### src/hw/rtl/accel_stillness_timer_defines.svh
// Assertion macros shared by the stillness timer RTL.
`ifndef ACCEL_STILLNESS_TIMER_DEFINES_SVH
`define ACCEL_STILLNESS_TIMER_DEFINES_SVH

// Check a property on every rising edge outside reset.
`define AST_ASSERT_HOLDS(label, clk, rst, prop, msg) \
   label: assert property (@(posedge clk) disable iff (rst) prop) else $error(msg);

// Check that a condition holds in the cycle after a trigger.
`define AST_ASSERT_NEXT(label, clk, rst, ante, cons, msg) \
   label: assert property (@(posedge clk) disable iff (rst) (ante) |=> (cons)) else $error(msg);

`endif

### src/hw/rtl/ast_pkg.sv
// Types, constants and control program of the stillness timer.
`default_nettype none

package ast_pkg;

   // Field widths
   localparam int AXIS_W     = 16;
   localparam int GAIN_W     = 16;
   localparam int REF_W      = 15;
   localparam int TIME_W     = 32;
   localparam int MAG_W      = 32;
   localparam int MIN_W      = 11;
   localparam int SEC_W      = 6;
   localparam int CSR_IDX_W  = 3;
   localparam int CSR_DATA_W = 16;

   // Shared multiplier: 17 x 17 signed
   localparam int MUL_W  = 17;
   localparam int PROD_W = 2 * MUL_W;
   localparam int CAL_W  = 20;

   localparam int FRAC_SHIFT = 14;
   localparam logic signed [PROD_W-1:0] RND_BIAS = PROD_W'(1 << (FRAC_SHIFT - 1));
   localparam logic signed [CAL_W-1:0] SAT_MAX = CAL_W'(32767);
   localparam logic signed [CAL_W-1:0] SAT_MIN = -CAL_W'(32768);

   // Constant divider, four quotient bits per step
   localparam int DIV_DIGIT_BITS = 4;
   localparam int REM_W          = 10;
   localparam int DIV_CNT_W      = 4;
   localparam logic [REM_W:0] DIVISOR_MS  = (REM_W + 1)'(1000);
   localparam logic [REM_W:0] DIVISOR_SEC = (REM_W + 1)'(60);
   localparam logic [DIV_CNT_W-1:0] DIV_STEPS_MS  = DIV_CNT_W'(TIME_W / DIV_DIGIT_BITS);
   localparam logic [DIV_CNT_W-1:0] DIV_STEPS_SEC = DIV_CNT_W'(16 / DIV_DIGIT_BITS);
   localparam int SEC_SPLIT_W = 16;

   // Register reset values
   localparam logic [GAIN_W-1:0]        GAIN_X_RST   = 16'd15741;
   localparam logic signed [AXIS_W-1:0] OFFSET_X_RST = 16'sd0;
   localparam logic [GAIN_W-1:0]        GAIN_Y_RST   = 16'd15734;
   localparam logic signed [AXIS_W-1:0] OFFSET_Y_RST = 16'sd48;
   localparam logic [GAIN_W-1:0]        GAIN_Z_RST   = 16'd15897;
   localparam logic signed [AXIS_W-1:0] OFFSET_Z_RST = -16'sd646;
   localparam logic [REF_W-1:0]         GRAVITY_RST  = 15'd2509;
   localparam logic [REF_W-1:0]         TOL_RST      = 15'd102;

   typedef enum logic [CSR_IDX_W-1:0] {
      CSR_GAIN_X      = 3'd0,
      CSR_OFFSET_X    = 3'd1,
      CSR_GAIN_Y      = 3'd2,
      CSR_OFFSET_Y    = 3'd3,
      CSR_GAIN_Z      = 3'd4,
      CSR_OFFSET_Z    = 3'd5,
      CSR_GRAVITY_REF = 3'd6,
      CSR_TOLERANCE   = 3'd7
   } ast_csr_idx_type;

   typedef enum logic [2:0] {
      MUL_GX  = 3'd0,
      MUL_GY  = 3'd1,
      MUL_GZ  = 3'd2,
      MUL_SQX = 3'd3,
      MUL_SQY = 3'd4,
      MUL_SQZ = 3'd5,
      MUL_HI  = 3'd6,
      MUL_LO  = 3'd7
   } ast_mul_sel_type;

   typedef enum logic [1:0] {
      AXIS_X = 2'd0,
      AXIS_Y = 2'd1,
      AXIS_Z = 2'd2
   } ast_axis_type;

   typedef enum logic [1:0] {
      MAG_HOLD = 2'd0,
      MAG_LOAD = 2'd1,
      MAG_ADD  = 2'd2
   } ast_mag_op_type;

   typedef enum logic [1:0] {
      DIV_IDLE     = 2'd0,
      DIV_LOAD_MS  = 2'd1,
      DIV_LOAD_SEC = 2'd2,
      DIV_STEP     = 2'd3
   } ast_div_op_type;

   typedef enum logic [1:0] {
      COND_NEXT     = 2'd0,
      COND_NO_REQ   = 2'd1,
      COND_DIV_MORE = 2'd2,
      COND_OUT_FULL = 2'd3
   } ast_cond_type;

   localparam int STEP_W = 5;

   // Program steps
   localparam logic [STEP_W-1:0] ST_IDLE     = 5'd0;
   localparam logic [STEP_W-1:0] ST_MUL_GX   = 5'd1;
   localparam logic [STEP_W-1:0] ST_CAL_X    = 5'd2;
   localparam logic [STEP_W-1:0] ST_CAL_Y    = 5'd3;
   localparam logic [STEP_W-1:0] ST_CAL_Z    = 5'd4;
   localparam logic [STEP_W-1:0] ST_HI_SQ    = 5'd5;
   localparam logic [STEP_W-1:0] ST_LO_SQ    = 5'd6;
   localparam logic [STEP_W-1:0] ST_MAG_X    = 5'd7;
   localparam logic [STEP_W-1:0] ST_MAG_Y    = 5'd8;
   localparam logic [STEP_W-1:0] ST_MAG_Z    = 5'd9;
   localparam logic [STEP_W-1:0] ST_WINDOW   = 5'd10;
   localparam logic [STEP_W-1:0] ST_TIMER    = 5'd11;
   localparam logic [STEP_W-1:0] ST_DIV_MS   = 5'd12;
   localparam logic [STEP_W-1:0] ST_LOOP_MS  = 5'd13;
   localparam logic [STEP_W-1:0] ST_DIV_SEC  = 5'd14;
   localparam logic [STEP_W-1:0] ST_LOOP_SEC = 5'd15;
   localparam logic [STEP_W-1:0] ST_EMIT     = 5'd16;

   typedef struct packed {
      logic                take;
      logic                mul_en;
      ast_mul_sel_type     mul_sel;
      logic                cal_wr;
      ast_axis_type        cal_axis;
      logic                hi_wr;
      logic                lo_wr;
      ast_mag_op_type      mag_op;
      logic                win_chk;
      logic                tmr_upd;
      ast_div_op_type      div_op;
      logic                emit;
      logic                wrap;
      ast_cond_type        cond;
      logic [STEP_W-1:0]   target;
   } ast_ctl_type;

   typedef struct packed {
      logic req_valid;
      logic out_full;
      logic div_more;
   } ast_sts_type;

   // Control store: one word per program step
   function automatic ast_ctl_type ast_ucode(input logic [STEP_W-1:0] step);
      ast_ctl_type ctl;
      ctl = '0;
      case (step)
         ST_IDLE: begin
            ctl.take   = 1'b1;
            ctl.cond   = COND_NO_REQ;
            ctl.target = ST_IDLE;
         end
         ST_MUL_GX: begin
            ctl.mul_en  = 1'b1;
            ctl.mul_sel = MUL_GX;
         end
         ST_CAL_X: begin
            ctl.cal_wr   = 1'b1;
            ctl.cal_axis = AXIS_X;
            ctl.mul_en   = 1'b1;
            ctl.mul_sel  = MUL_GY;
         end
         ST_CAL_Y: begin
            ctl.cal_wr   = 1'b1;
            ctl.cal_axis = AXIS_Y;
            ctl.mul_en   = 1'b1;
            ctl.mul_sel  = MUL_GZ;
         end
         ST_CAL_Z: begin
            ctl.cal_wr   = 1'b1;
            ctl.cal_axis = AXIS_Z;
            ctl.mul_en   = 1'b1;
            ctl.mul_sel  = MUL_HI;
         end
         ST_HI_SQ: begin
            ctl.hi_wr   = 1'b1;
            ctl.mul_en  = 1'b1;
            ctl.mul_sel = MUL_LO;
         end
         ST_LO_SQ: begin
            ctl.lo_wr   = 1'b1;
            ctl.mul_en  = 1'b1;
            ctl.mul_sel = MUL_SQX;
         end
         ST_MAG_X: begin
            ctl.mag_op  = MAG_LOAD;
            ctl.mul_en  = 1'b1;
            ctl.mul_sel = MUL_SQY;
         end
         ST_MAG_Y: begin
            ctl.mag_op  = MAG_ADD;
            ctl.mul_en  = 1'b1;
            ctl.mul_sel = MUL_SQZ;
         end
         ST_MAG_Z:    ctl.mag_op  = MAG_ADD;
         ST_WINDOW:   ctl.win_chk = 1'b1;
         ST_TIMER:    ctl.tmr_upd = 1'b1;
         ST_DIV_MS:   ctl.div_op  = DIV_LOAD_MS;
         ST_LOOP_MS: begin
            ctl.div_op = DIV_STEP;
            ctl.cond   = COND_DIV_MORE;
            ctl.target = ST_LOOP_MS;
         end
         ST_DIV_SEC:  ctl.div_op  = DIV_LOAD_SEC;
         ST_LOOP_SEC: begin
            ctl.div_op = DIV_STEP;
            ctl.cond   = COND_DIV_MORE;
            ctl.target = ST_LOOP_SEC;
         end
         ST_EMIT: begin
            ctl.emit   = 1'b1;
            ctl.wrap   = 1'b1;
            ctl.cond   = COND_OUT_FULL;
            ctl.target = ST_EMIT;
         end
         default: ctl.wrap = 1'b1;
      endcase
      return ctl;
   endfunction

endpackage

`default_nettype wire

### src/hw/rtl/ast_req_if.sv
// Sample channel: valid/ready handshake with raw axes and timestamp.
`default_nettype none

interface ast_req_if;
   import ast_pkg::*;

   logic                     valid;
   logic                     ready;
   logic signed [AXIS_W-1:0] raw_x;
   logic signed [AXIS_W-1:0] raw_y;
   logic signed [AXIS_W-1:0] raw_z;
   logic [TIME_W-1:0]        now_ms;

   modport source (output valid, raw_x, raw_y, raw_z, now_ms, input ready);
   modport sink   (input valid, raw_x, raw_y, raw_z, now_ms, output ready);
endinterface

`default_nettype wire

### src/hw/rtl/ast_rsp_if.sv
// Result channel: valid/ready handshake with calibrated axes and timer fields.
`default_nettype none

interface ast_rsp_if;
   import ast_pkg::*;

   logic                     valid;
   logic                     ready;
   logic signed [AXIS_W-1:0] cal_x;
   logic signed [AXIS_W-1:0] cal_y;
   logic signed [AXIS_W-1:0] cal_z;
   logic [MAG_W-1:0]         magnitude_sq;
   logic                     moving;
   logic [TIME_W-1:0]        still_ms;
   logic [MIN_W-1:0]         still_minutes;
   logic [SEC_W-1:0]         still_seconds;

   modport source (output valid, cal_x, cal_y, cal_z, magnitude_sq, moving, still_ms,
                   still_minutes, still_seconds, input ready);
   modport sink   (input valid, cal_x, cal_y, cal_z, magnitude_sq, moving, still_ms,
                   still_minutes, still_seconds, output ready);
endinterface

`default_nettype wire

### src/hw/rtl/accel_stillness_timer.sv
// Three-axis stillness timer.
//
// req_if carries one beat per sample: raw_x/raw_y/raw_z (signed Q8.8) and
// the millisecond timestamp now_ms. rsp_if returns exactly one beat per
// sample: calibrated axes, squared magnitude, the moving flag, still time in
// milliseconds and its minutes/seconds split. csr_we/csr_index/csr_wdata
// write the gain, offset, gravity and tolerance registers; write them only
// while no sample is in flight.
//
// Samples are taken one at a time: the next is accepted only once the
// program is back at idle. The control program makes eight passes through
// the single 17x17 multiplier, then 8 + 4 radix-16 steps of the constant
// divider for the seconds split.
//
// Reset: the step counter returns to idle, the registers take their default
// calibration, and the stillness start time clears to zero.
// Stall: the result sits in the output register until taken. The next
// sample is accepted and worked on meanwhile; the program waits at its last
// step only while the previous beat is still unclaimed.
`default_nettype none
`include "accel_stillness_timer_defines.svh"

module accel_stillness_timer (
   input  wire logic                           clock,
   input  wire logic                           reset,
   ast_req_if.sink                             req_if,
   ast_rsp_if.source                           rsp_if,
   input  wire logic                           csr_we,
   input  wire logic [ast_pkg::CSR_IDX_W-1:0]  csr_index,
   input  wire logic [ast_pkg::CSR_DATA_W-1:0] csr_wdata
);
   import ast_pkg::*;

   ast_ctl_type        ctl;
   ast_sts_type        sts;
   logic               accept;
   logic               out_full;
   logic               div_more;
   logic [TIME_W-1:0]  duration;
   logic [TIME_W-1:0]  div_quot;
   logic [REM_W-1:0]   div_rem;

   // Ready only at the idle step of the program
   assign req_if.ready = ctl.take;
   assign accept       = req_if.valid && ctl.take;

   assign sts.req_valid = req_if.valid;
   assign sts.out_full  = out_full;
   assign sts.div_more  = div_more;

   ast_sequencer u_seq (
      .clock (clock),
      .reset (reset),
      .sts   (sts),
      .ctl   (ctl)
   );

   // Seconds split: milliseconds by 1000, then truncated seconds by 60
   ast_divider u_div (
      .clock    (clock),
      .reset    (reset),
      .op       (ctl.div_op),
      .dividend (duration),
      .quot     (div_quot),
      .rem      (div_rem),
      .more     (div_more)
   );

   ast_datapath u_dp (
      .clock             (clock),
      .reset             (reset),
      .ctl               (ctl),
      .csr_we            (csr_we),
      .csr_index         (csr_index),
      .csr_wdata         (csr_wdata),
      .accept            (accept),
      .raw_x             (req_if.raw_x),
      .raw_y             (req_if.raw_y),
      .raw_z             (req_if.raw_z),
      .now_ms            (req_if.now_ms),
      .div_quot          (div_quot),
      .div_rem           (div_rem),
      .rsp_ready         (rsp_if.ready),
      .out_full          (out_full),
      .duration          (duration),
      .rsp_valid         (rsp_if.valid),
      .rsp_cal_x         (rsp_if.cal_x),
      .rsp_cal_y         (rsp_if.cal_y),
      .rsp_cal_z         (rsp_if.cal_z),
      .rsp_magnitude_sq  (rsp_if.magnitude_sq),
      .rsp_moving        (rsp_if.moving),
      .rsp_still_ms      (rsp_if.still_ms),
      .rsp_still_minutes (rsp_if.still_minutes),
      .rsp_still_seconds (rsp_if.still_seconds)
   );

   // A moving beat restarts the timer, so it must report zero still time
   `AST_ASSERT_HOLDS(a_moving_zero_ms, clock, reset, rsp_if.valid && rsp_if.moving |-> rsp_if.still_ms == 32'd0, "moving beat with non-zero still time")

   // Remainder of the divide by sixty stays below sixty
   `AST_ASSERT_HOLDS(a_seconds_range, clock, reset, rsp_if.valid |-> rsp_if.still_seconds < 6'd60, "still seconds out of range")

   // Drop ready once a sample is taken: one sample in the program at a time
   `AST_ASSERT_NEXT(a_one_in_flight, clock, reset, req_if.valid && req_if.ready, !req_if.ready, "ready held after accepting a sample")

endmodule

`default_nettype wire

### src/hw/rtl/ast_sequencer.sv
// Step counter and control store with conditional jumps.
`default_nettype none

module ast_sequencer (
   input  wire logic                clock,
   input  wire logic                reset,
   input  wire ast_pkg::ast_sts_type sts,
   output      ast_pkg::ast_ctl_type ctl
);
   import ast_pkg::*;

   logic [STEP_W-1:0] step_ff;
   logic [STEP_W-1:0] step_in;
   logic              jump;

   assign ctl = ast_ucode(step_ff);

   always_comb begin
      unique case (ctl.cond)
         COND_NEXT:     jump = 1'b0;
         COND_NO_REQ:   jump = !sts.req_valid;
         COND_DIV_MORE: jump = sts.div_more;
         COND_OUT_FULL: jump = sts.out_full;
      endcase
      if (jump) begin
         step_in = ctl.target;
      end else if (ctl.wrap) begin
         step_in = ST_IDLE;
      end else begin
         step_in = step_ff + 1'b1;
      end
   end

   always_ff @(posedge clock) begin
      if (reset) begin
         step_ff <= ST_IDLE;
      end else begin
         step_ff <= step_in;
      end
   end

endmodule

`default_nettype wire

### src/hw/rtl/ast_divider.sv
// Divide by a fixed 1000 or 60, four quotient bits per step.
`default_nettype none

module ast_divider (
   input  wire logic                        clock,
   input  wire logic                        reset,
   input  wire ast_pkg::ast_div_op_type     op,
   input  wire logic [ast_pkg::TIME_W-1:0]  dividend,
   output      logic [ast_pkg::TIME_W-1:0]  quot,
   output      logic [ast_pkg::REM_W-1:0]   rem,
   output      logic                        more
);
   import ast_pkg::*;

   logic [TIME_W-1:0]    num_ff;
   logic [TIME_W-1:0]    num_in;
   logic [REM_W-1:0]     rem_ff;
   logic [REM_W-1:0]     rem_in;
   logic [DIV_CNT_W-1:0] cnt_ff;
   logic [DIV_CNT_W-1:0] cnt_in;
   logic                 sec_ff;
   logic                 sec_in;
   logic [REM_W:0]       divisor;
   logic [REM_W:0]       part;
   logic [TIME_W-1:0]    shift;

   assign divisor = sec_ff ? DIVISOR_SEC : DIVISOR_MS;

   // One radix-16 digit: four shift/compare/subtract rounds
   always_comb begin
      part  = {1'b0, rem_ff};
      shift = num_ff;
      for (int k = 0; k < DIV_DIGIT_BITS; k++) begin
         part  = {part[REM_W-1:0], shift[TIME_W-1]};
         shift = {shift[TIME_W-2:0], 1'b0};
         if (part >= divisor) begin
            part     = part - divisor;
            shift[0] = 1'b1;
         end
      end
   end

   always_comb begin
      num_in = num_ff;
      rem_in = rem_ff;
      cnt_in = cnt_ff;
      sec_in = sec_ff;
      unique case (op)
         DIV_IDLE: ;
         DIV_LOAD_MS: begin
            num_in = dividend;
            rem_in = '0;
            cnt_in = DIV_STEPS_MS;
            sec_in = 1'b0;
         end
         DIV_LOAD_SEC: begin
            // keep the low 16 quotient bits, left aligned
            num_in = {num_ff[SEC_SPLIT_W-1:0], {(TIME_W - SEC_SPLIT_W){1'b0}}};
            rem_in = '0;
            cnt_in = DIV_STEPS_SEC;
            sec_in = 1'b1;
         end
         DIV_STEP: begin
            num_in = shift;
            rem_in = part[REM_W-1:0];
            cnt_in = cnt_ff - 1'b1;
         end
      endcase
   end

   always_ff @(posedge clock) begin
      if (reset) begin
         cnt_ff <= '0;
         sec_ff <= 1'b0;
      end else begin
         cnt_ff <= cnt_in;
         sec_ff <= sec_in;
      end
      num_ff <= num_in;
      rem_ff <= rem_in;
   end

   assign quot = num_ff;
   assign rem  = rem_ff;
   assign more = (cnt_ff > DIV_CNT_W'(1));

endmodule

`default_nettype wire

### src/hw/rtl/ast_datapath.sv
// Calibration, magnitude window, stillness timer and result register.
`default_nettype none

module ast_datapath (
   input  wire logic                               clock,
   input  wire logic                               reset,
   input  wire ast_pkg::ast_ctl_type               ctl,
   input  wire logic                               csr_we,
   input  wire logic [ast_pkg::CSR_IDX_W-1:0]      csr_index,
   input  wire logic [ast_pkg::CSR_DATA_W-1:0]     csr_wdata,
   input  wire logic                               accept,
   input  wire logic signed [ast_pkg::AXIS_W-1:0]  raw_x,
   input  wire logic signed [ast_pkg::AXIS_W-1:0]  raw_y,
   input  wire logic signed [ast_pkg::AXIS_W-1:0]  raw_z,
   input  wire logic [ast_pkg::TIME_W-1:0]         now_ms,
   input  wire logic [ast_pkg::TIME_W-1:0]         div_quot,
   input  wire logic [ast_pkg::REM_W-1:0]          div_rem,
   input  wire logic                               rsp_ready,
   output      logic                               out_full,
   output      logic [ast_pkg::TIME_W-1:0]         duration,
   output      logic                               rsp_valid,
   output      logic signed [ast_pkg::AXIS_W-1:0]  rsp_cal_x,
   output      logic signed [ast_pkg::AXIS_W-1:0]  rsp_cal_y,
   output      logic signed [ast_pkg::AXIS_W-1:0]  rsp_cal_z,
   output      logic [ast_pkg::MAG_W-1:0]          rsp_magnitude_sq,
   output      logic                               rsp_moving,
   output      logic [ast_pkg::TIME_W-1:0]         rsp_still_ms,
   output      logic [ast_pkg::MIN_W-1:0]          rsp_still_minutes,
   output      logic [ast_pkg::SEC_W-1:0]          rsp_still_seconds
);
   import ast_pkg::*;

   // Configuration registers
   logic [GAIN_W-1:0]        gain_x_ff, gain_y_ff, gain_z_ff;
   logic signed [AXIS_W-1:0] offset_x_ff, offset_y_ff, offset_z_ff;
   logic [REF_W-1:0]         gravity_ff, tol_ff;

   // Sample and working registers
   logic signed [AXIS_W-1:0] raw_x_ff, raw_y_ff, raw_z_ff;
   logic [TIME_W-1:0]        now_ff;
   logic signed [PROD_W-1:0] prod_ff;
   logic signed [PROD_W-1:0] prod_in;
   logic signed [AXIS_W-1:0] cal_x_ff, cal_y_ff, cal_z_ff;
   logic [MAG_W-1:0]         hi_sq_ff, lo_sq_ff, mag_ff;
   logic                     lo_vld_ff;
   logic                     moving_ff;
   logic                     moving_in;
   logic [TIME_W-1:0]        start_ff, dur_ff;

   logic signed [MUL_W-1:0]  mul_a, mul_b;
   logic [REF_W:0]           win_hi;
   logic [REF_W-1:0]         win_lo;
   logic signed [PROD_W-1:0] rnd_full;
   logic signed [AXIS_W-1:0] cal_off;
   logic signed [CAL_W-1:0]  cal_sum;
   logic signed [AXIS_W-1:0] cal_sat;
   logic                     low_ok;
   logic                     emit_fire;

   always_ff @(posedge clock) begin
      if (reset) begin
         gain_x_ff   <= GAIN_X_RST;
         offset_x_ff <= OFFSET_X_RST;
         gain_y_ff   <= GAIN_Y_RST;
         offset_y_ff <= OFFSET_Y_RST;
         gain_z_ff   <= GAIN_Z_RST;
         offset_z_ff <= OFFSET_Z_RST;
         gravity_ff  <= GRAVITY_RST;
         tol_ff      <= TOL_RST;
      end else if (csr_we) begin
         unique case (ast_csr_idx_type'(csr_index))
            CSR_GAIN_X:      gain_x_ff   <= csr_wdata;
            CSR_OFFSET_X:    offset_x_ff <= csr_wdata;
            CSR_GAIN_Y:      gain_y_ff   <= csr_wdata;
            CSR_OFFSET_Y:    offset_y_ff <= csr_wdata;
            CSR_GAIN_Z:      gain_z_ff   <= csr_wdata;
            CSR_OFFSET_Z:    offset_z_ff <= csr_wdata;
            CSR_GRAVITY_REF: gravity_ff  <= csr_wdata[REF_W-1:0];
            CSR_TOLERANCE:   tol_ff      <= csr_wdata[REF_W-1:0];
         endcase
      end
   end

   assign win_hi = {1'b0, gravity_ff} + {1'b0, tol_ff};
   assign win_lo = gravity_ff - tol_ff;

   // Operand select for the shared multiplier
   always_comb begin
      unique case (ctl.mul_sel)
         MUL_GX: begin
            mul_a = {1'b0, gain_x_ff};
            mul_b = {raw_x_ff[AXIS_W-1], raw_x_ff};
         end
         MUL_GY: begin
            mul_a = {1'b0, gain_y_ff};
            mul_b = {raw_y_ff[AXIS_W-1], raw_y_ff};
         end
         MUL_GZ: begin
            mul_a = {1'b0, gain_z_ff};
            mul_b = {raw_z_ff[AXIS_W-1], raw_z_ff};
         end
         MUL_SQX: begin
            mul_a = {cal_x_ff[AXIS_W-1], cal_x_ff};
            mul_b = mul_a;
         end
         MUL_SQY: begin
            mul_a = {cal_y_ff[AXIS_W-1], cal_y_ff};
            mul_b = mul_a;
         end
         MUL_SQZ: begin
            mul_a = {cal_z_ff[AXIS_W-1], cal_z_ff};
            mul_b = mul_a;
         end
         MUL_HI: begin
            mul_a = {1'b0, win_hi};
            mul_b = mul_a;
         end
         MUL_LO: begin
            mul_a = {2'b00, win_lo};
            mul_b = mul_a;
         end
      endcase
   end

   assign prod_in = mul_a * mul_b;

   // Round Q10.22 to Q8.8 half up, add offset, saturate
   assign rnd_full = (prod_ff + RND_BIAS) >>> FRAC_SHIFT;

   always_comb begin
      case (ctl.cal_axis)
         AXIS_X:  cal_off = offset_x_ff;
         AXIS_Y:  cal_off = offset_y_ff;
         AXIS_Z:  cal_off = offset_z_ff;
         default: cal_off = offset_x_ff;
      endcase
   end

   assign cal_sum = signed'(rnd_full[CAL_W-1:0])
                  + signed'({{(CAL_W - AXIS_W){cal_off[AXIS_W-1]}}, cal_off});

   always_comb begin
      priority if (cal_sum > SAT_MAX) begin
         cal_sat = SAT_MAX[AXIS_W-1:0];
      end else if (cal_sum < SAT_MIN) begin
         cal_sat = SAT_MIN[AXIS_W-1:0];
      end else begin
         cal_sat = cal_sum[AXIS_W-1:0];
      end
   end

   // Strictly inside the window; an empty lower bound always passes
   assign low_ok    = !lo_vld_ff || (mag_ff > lo_sq_ff);
   assign moving_in = !(low_ok && (mag_ff < hi_sq_ff));

   assign out_full  = rsp_valid && !rsp_ready;
   assign emit_fire = ctl.emit && !out_full;
   assign duration  = dur_ff;

   always_ff @(posedge clock) begin
      if (accept) begin
         raw_x_ff <= raw_x;
         raw_y_ff <= raw_y;
         raw_z_ff <= raw_z;
         now_ff   <= now_ms;
      end
      if (ctl.mul_en) begin
         prod_ff <= prod_in;
      end
      if (ctl.cal_wr) begin
         case (ctl.cal_axis)
            AXIS_X:  cal_x_ff <= cal_sat;
            AXIS_Y:  cal_y_ff <= cal_sat;
            AXIS_Z:  cal_z_ff <= cal_sat;
            default: ;
         endcase
      end
      if (ctl.hi_wr) begin
         hi_sq_ff <= prod_ff[MAG_W-1:0];
      end
      if (ctl.lo_wr) begin
         lo_sq_ff  <= prod_ff[MAG_W-1:0];
         lo_vld_ff <= (gravity_ff >= tol_ff);
      end
      case (ctl.mag_op)
         MAG_LOAD: mag_ff <= prod_ff[MAG_W-1:0];
         MAG_ADD:  mag_ff <= mag_ff + prod_ff[MAG_W-1:0];
         default:  ;
      endcase
      if (ctl.win_chk) begin
         moving_ff <= moving_in;
      end
      if (emit_fire) begin
         rsp_cal_x         <= cal_x_ff;
         rsp_cal_y         <= cal_y_ff;
         rsp_cal_z         <= cal_z_ff;
         rsp_magnitude_sq  <= mag_ff;
         rsp_moving        <= moving_ff;
         rsp_still_ms      <= dur_ff;
         rsp_still_minutes <= div_quot[MIN_W-1:0];
         rsp_still_seconds <= div_rem[SEC_W-1:0];
      end
   end

   // Stillness timer state
   always_ff @(posedge clock) begin
      if (reset) begin
         start_ff <= '0;
         dur_ff   <= '0;
      end else if (ctl.tmr_upd) begin
         if (moving_ff) begin
            start_ff <= now_ff;
            dur_ff   <= '0;
         end else begin
            dur_ff <= now_ff - start_ff;
         end
      end
   end

   always_ff @(posedge clock) begin
      if (reset) begin
         rsp_valid <= 1'b0;
      end else if (emit_fire) begin
         rsp_valid <= 1'b1;
      end else if (rsp_ready) begin
         rsp_valid <= 1'b0;
      end
   end

endmodule

`default_nettype wire
### src/flat_wrapper.sv
// flat-port wrapper written by rule: the top's interface ports become plain ports
module accel_stillness_timer_flat import ast_pkg::*;
  (clock, reset, csr_we, csr_index, csr_wdata, req_if_valid, req_if_raw_x, req_if_raw_y, req_if_raw_z, req_if_now_ms, req_if_ready, rsp_if_valid, rsp_if_cal_x, rsp_if_cal_y, rsp_if_cal_z, rsp_if_magnitude_sq, rsp_if_moving, rsp_if_still_ms, rsp_if_still_minutes, rsp_if_still_seconds, rsp_if_ready);
  ast_req_if req_if_i ();
  ast_rsp_if rsp_if_i ();
  input  wire logic clock;
  input  wire logic reset;
  input  wire logic csr_we;
  input  wire logic [ast_pkg::CSR_IDX_W-1:0] csr_index;
  input  wire logic [ast_pkg::CSR_DATA_W-1:0] csr_wdata;
  input wire logic [$bits(req_if_i.valid)-1:0] req_if_valid;
  input wire logic [$bits(req_if_i.raw_x)-1:0] req_if_raw_x;
  input wire logic [$bits(req_if_i.raw_y)-1:0] req_if_raw_y;
  input wire logic [$bits(req_if_i.raw_z)-1:0] req_if_raw_z;
  input wire logic [$bits(req_if_i.now_ms)-1:0] req_if_now_ms;
  output wire logic [$bits(req_if_i.ready)-1:0] req_if_ready;
  output wire logic [$bits(rsp_if_i.valid)-1:0] rsp_if_valid;
  output wire logic [$bits(rsp_if_i.cal_x)-1:0] rsp_if_cal_x;
  output wire logic [$bits(rsp_if_i.cal_y)-1:0] rsp_if_cal_y;
  output wire logic [$bits(rsp_if_i.cal_z)-1:0] rsp_if_cal_z;
  output wire logic [$bits(rsp_if_i.magnitude_sq)-1:0] rsp_if_magnitude_sq;
  output wire logic [$bits(rsp_if_i.moving)-1:0] rsp_if_moving;
  output wire logic [$bits(rsp_if_i.still_ms)-1:0] rsp_if_still_ms;
  output wire logic [$bits(rsp_if_i.still_minutes)-1:0] rsp_if_still_minutes;
  output wire logic [$bits(rsp_if_i.still_seconds)-1:0] rsp_if_still_seconds;
  input wire logic [$bits(rsp_if_i.ready)-1:0] rsp_if_ready;
  assign req_if_i.valid = req_if_valid;
  assign req_if_i.raw_x = req_if_raw_x;
  assign req_if_i.raw_y = req_if_raw_y;
  assign req_if_i.raw_z = req_if_raw_z;
  assign req_if_i.now_ms = req_if_now_ms;
  assign req_if_ready = req_if_i.ready;
  assign rsp_if_valid = rsp_if_i.valid;
  assign rsp_if_cal_x = rsp_if_i.cal_x;
  assign rsp_if_cal_y = rsp_if_i.cal_y;
  assign rsp_if_cal_z = rsp_if_i.cal_z;
  assign rsp_if_magnitude_sq = rsp_if_i.magnitude_sq;
  assign rsp_if_moving = rsp_if_i.moving;
  assign rsp_if_still_ms = rsp_if_i.still_ms;
  assign rsp_if_still_minutes = rsp_if_i.still_minutes;
  assign rsp_if_still_seconds = rsp_if_i.still_seconds;
  assign rsp_if_i.ready = rsp_if_ready;
  accel_stillness_timer u_core (.clock(clock), .reset(reset), .req_if(req_if_i), .rsp_if(rsp_if_i), .csr_we(csr_we), .csr_index(csr_index), .csr_wdata(csr_wdata));
endmodule
### config.mk
export PLATFORM = sky130hd
export DESIGN_NAME = accel_stillness_timer_flat
export DESIGN_NICKNAME = d
export VERILOG_FILES = /design/src/hw/rtl/ast_pkg.sv /design/src/hw/rtl/ast_req_if.sv /design/src/hw/rtl/ast_rsp_if.sv /design/src/hw/rtl/accel_stillness_timer.sv /design/src/hw/rtl/ast_sequencer.sv /design/src/hw/rtl/ast_divider.sv /design/src/hw/rtl/ast_datapath.sv /design/src/flat_wrapper.sv
export VERILOG_INCLUDE_DIRS = /design/src /design/src/hw/rtl
export SDC_FILE = /design/constraint.sdc
export NUM_CORES = 2
export LEC_CHECK = 0
export ABC_CLOCK_PERIOD_IN_PS = 8700
export BUFFER_PORTS_ARGS = -buffer_cell sky130_fd_sc_hd__buf_2
export CORE_UTILIZATION = 54
export CTS_BUF_LIST = sky130_fd_sc_hd__clkbuf_8
export CTS_CLUSTER_DIAMETER = 120
export DETAILED_ROUTE_END_ITERATION = 7
export GPL_TIMING_DRIVEN = 0
export PLACE_DENSITY = 0.78
export SETUP_SLACK_MARGIN = 0.05
export SLEW_MARGIN = 15
export SYNTH_ARGS = -nofsm -noshare
export SYNTH_HDL_FRONTEND = slang
export SYNTH_SLANG_ARGS = --single-unit
export TNS_END_PERCENT = 100
### constraint.sdc
create_clock -name clock -period 8.7 [get_ports clock]
set_clock_uncertainty 0.05 [all_clocks]
set_input_delay 0.87 -clock clock [delete_from_list [all_inputs] [get_ports clock]]
set_output_delay 0.87 -clock clock [all_outputs]
set_load 0.03 [all_outputs]
==> run metrics <==
Starting Density=0.546; Vias/cell=5.83; Min-Delay Path Depth=1; DIE AREA=79600 sq um; layout cell share with drive strength beyond 1=0.173; Fillers=6116; DRC=0; EDFF count, synth=432; highest cell delay on the worst timing path=0.55 ns; Pre-Repair DR Iteration Count=8; HPWL after DPL=93400 microns; worst path arrival time=10.28 ns; initial drt markers=3391; GP Congestion=0.964; CP required=9.14 ns; Clk Latency, worst-skew pair=0.79 ns; CTS clk-pin slew, worst paths=0.06 ns; Ys Warns=0; CP endpoint kind=register; Slew HR=0.200; FF-to-FF Start=u_core.u_seq.step_ff[0]$_SDFF_PP0_; Clock Tree Buf Depth=3; IO Port Bufs=218; minimum clock period=9.83 ns; Yosys top cell by area=edfxtp_1; Setup WS post-layout=-1.13 ns; final setup fails=13; Mean Syn Cell Area=10.0 sq um; Hold Crit Class=input pin to register; max_cap viols=0; largest net degree at the start of global routing=61; Least-Margin Pin Slew=1.19 ns; die width=282 microns; multi-input logic area=24200 sq um; FF-to-FF End=u_core.u_dp.prod_ff[32]$_DFFE_PN_; vias in the first global route=33048; Post-synth ARST share=0; Worst Reg-to-Reg Cells=33; Mapped Area=42400 sq um; Hold EP=u_core.u_dp.raw_y_ff[7]$_DFFE_PP_; Mapped Cells=4237; CTS Sinks=633; row count=102; ANT nets after route=0; RSZ-0062 raised after global routing=yes; #FFs+latches synth=633; fraction of the yosys area taken by sequential cells=0.401; gr ovfl total=0; CTS tree=built; fin crit share=1.13; Critical Path Start Type=register; initial antenna violation count=10; status=complete, but fails checks; CTS H-tree lvls=3; GRT Util Overall=0.308; synthesis-to-layout area growth=17.3%; type of the worst setup path=register to register; top cells by area, synth=edfxtp_1 31%, fa_1 14%, dfxtp_1 9.5%; Worst Hold Launch=req_if_raw_y[7]; Root Driver=clkbuf_8; violated checks=setup timing; Vert. Die Dim=282 microns; Final Util=0.641; total core area=77600 sq um; vias post-DR=33753; CTS Hold Bufs=0; R2R Setup Slk=-1.13 ns; share of the synthesized area in the top cell type=0.306; Distinct cells, synth=91; fin. max-slew vios=0; area occupied by registers=17000 sq um; first-pass GRT wire length=186000 microns; Synth Net Count=4944; maximum fanout along the worst path=10; most used cell, CP=fa_1; final hold violation count=0; drt wl/cell=21.2 microns; ys flop type=edfxtp_1; fmax=102 MHz; slowest stage cell, crit path=fa_1; Routed WL=123000 microns; Nets=5370; Num CTS Buffers=103; I/O Pins=236
[layout by cell type, fill, tap and decap left out, drive strengths merged, types with 112 or more instances in the layout]
master | synthesis | routed
inv | 547 | 584
nand2 | 488 | 488
edfxtp | 432 | 432
nor2 | 418 | 418
buf | 13 | 346
fa | 302 | 302
ha | 301 | 301
a21oi | 273 | 273
clkbuf | 141 | 241
dfxtp | 201 | 201
o21ai | 154 | 154
xnor2 | 112 | 112
[metrics by stage]
step	worst slack (ns)	setup TNS [ns]	instance area [sq um]	hold WS, ns	cells
3_5_place_dp	-3.02	-37.81	45200	0.384	5506
6_report	-1.13	-9.02	49700	0.209	5792
5_1_grt	-1.35	-11.31	49700	0.179	5792
4_1_cts	-1.02	-6.20	48900	0.163	5748
3_3_place_gp	-3.24	-215.42	45000	0.383	5495
2_1_floorplan	0.0536	0	42600	0.367	4237
[per-layer routing]
| metal | track usage | wire [microns] |
|---|---|---|
| met5 | 0 | 99 |
| met4 | 0.147 | 6030 |
| met3 | 0.0797 | 13300 |
| met2 | 0.478 | 55000 |
| met1 | 0.402 | 48200 |
[synthesized netlist by cell type (all sizes together) (20+ instances only)]
master,instances
or3,24
a21o,58
dfxtp,201
a211o,31
nand4,21
inv,547
a221oi,39
nand3,56
xnor2,112
nand3b,38
a21oi,273
ha,301
o21bai,26
o21ai,154
a22oi,47
mux2i,22
nor2,418
nor3,57
xor2,46
fa,302
or2,21
mux2,34
nor2b,65
clkbuf,141
and3,20
edfxtp,432
nand2b,43
nand2,488
o21a,35
[state kept, by name (all words and copies together), names as in the netlist, 32 cells and up]
name	count
u_core.u_div.quot	32
u_core.u_dp.duration	32
u_core.u_dp.hi_sq_ff	32
u_core.u_dp.lo_sq_ff	32
u_core.u_dp.mag_ff	32
u_core.u_dp.now_ff	32
u_core.u_dp.prod_ff	34
u_core.u_dp.rsp_magnitude_sq	32
u_core.u_dp.rsp_still_ms	32
u_core.u_dp.start_ff	32
[what timing repair did]
item	in CTS	in global routing
setup endpoints to repair	33	26
pin swaps	74	85
resized for setup	215	135
setup buffers	56	41
[layout make-up]
| type | count | area share |
|---|---|---|
| Buffer | 150 | 0.0170 |
| Inverter | 550 | 0.0416 |
| Sequential cell | 633 | 0.342 |
| Clock inverter | 78 | 0.0128 |
| Clock buffer | 112 | 0.0310 |
| Tap cell | 1040 | 0.0262 |
| Antenna cell | 4 | 0.000201 |
| Timing Repair Buffer | 325 | 0.0429 |
| Multi-Input combinational cell | 2900 | 0.486 |
[worst max-delay path, delay by kind of cell (launching register included)]
kind / cells / cell delay [ns]
adder cells (fa/ha/maj): 8 / 3.57
AO/OA/AOI/OAI: 9 / 2.64
buffers and inverters: 9 / 1.70
AND/OR/NAND/NOR: 7 / 1.17
flip-flops: 1 / 0.36
[cells by family after synthesis]
group,after synthesis,share of synthesized area
compound gates,794,0.122
xor+xnor,158,0.0326
fa+ha+maj,603,0.231
buf+inv,704,0.0631
flops,633,0.401
mux,56,0.0142
simple gates,1289,0.136
[worst max-delay path by stage]
stage,from,endpoint,slack [ns],depth (start not counted)
final,u_core.u_seq.step_ff[0]$_SDFF_PP0_,u_core.u_dp.prod_ff[32]$_DFFE_PN_,-1.13,33
after detailed placement,u_core.u_seq.step_ff[0]$_SDFF_PP0_,u_core.u_dp.prod_ff[32]$_DFFE_PN_,-3.02,34
after CTS,u_core.u_dp.gravity_ff[0]$_SDFFE_PP1P_,u_core.u_dp.prod_ff[32]$_DFFE_PN_,-1.02,40
after floorplan,u_core.u_seq.step_ff[0]$_SDFF_PP0_,u_core.u_dp.prod_ff[30]$_DFFE_PN_,0.05,35
after global placement,u_core.u_seq.step_ff[3]$_SDFF_PP0_,u_core.u_dp.prod_ff[32]$_DFFE_PN_,-3.24,35
after global routing,u_core.u_dp.tol_ff[0]$_SDFFE_PP0P_,u_core.u_dp.prod_ff[32]$_DFFE_PN_,-1.35,38
Power is left out: the tool's default activity adds up to more than one toggle a clock period on the data nets, which glitch-free logic cannot reach.
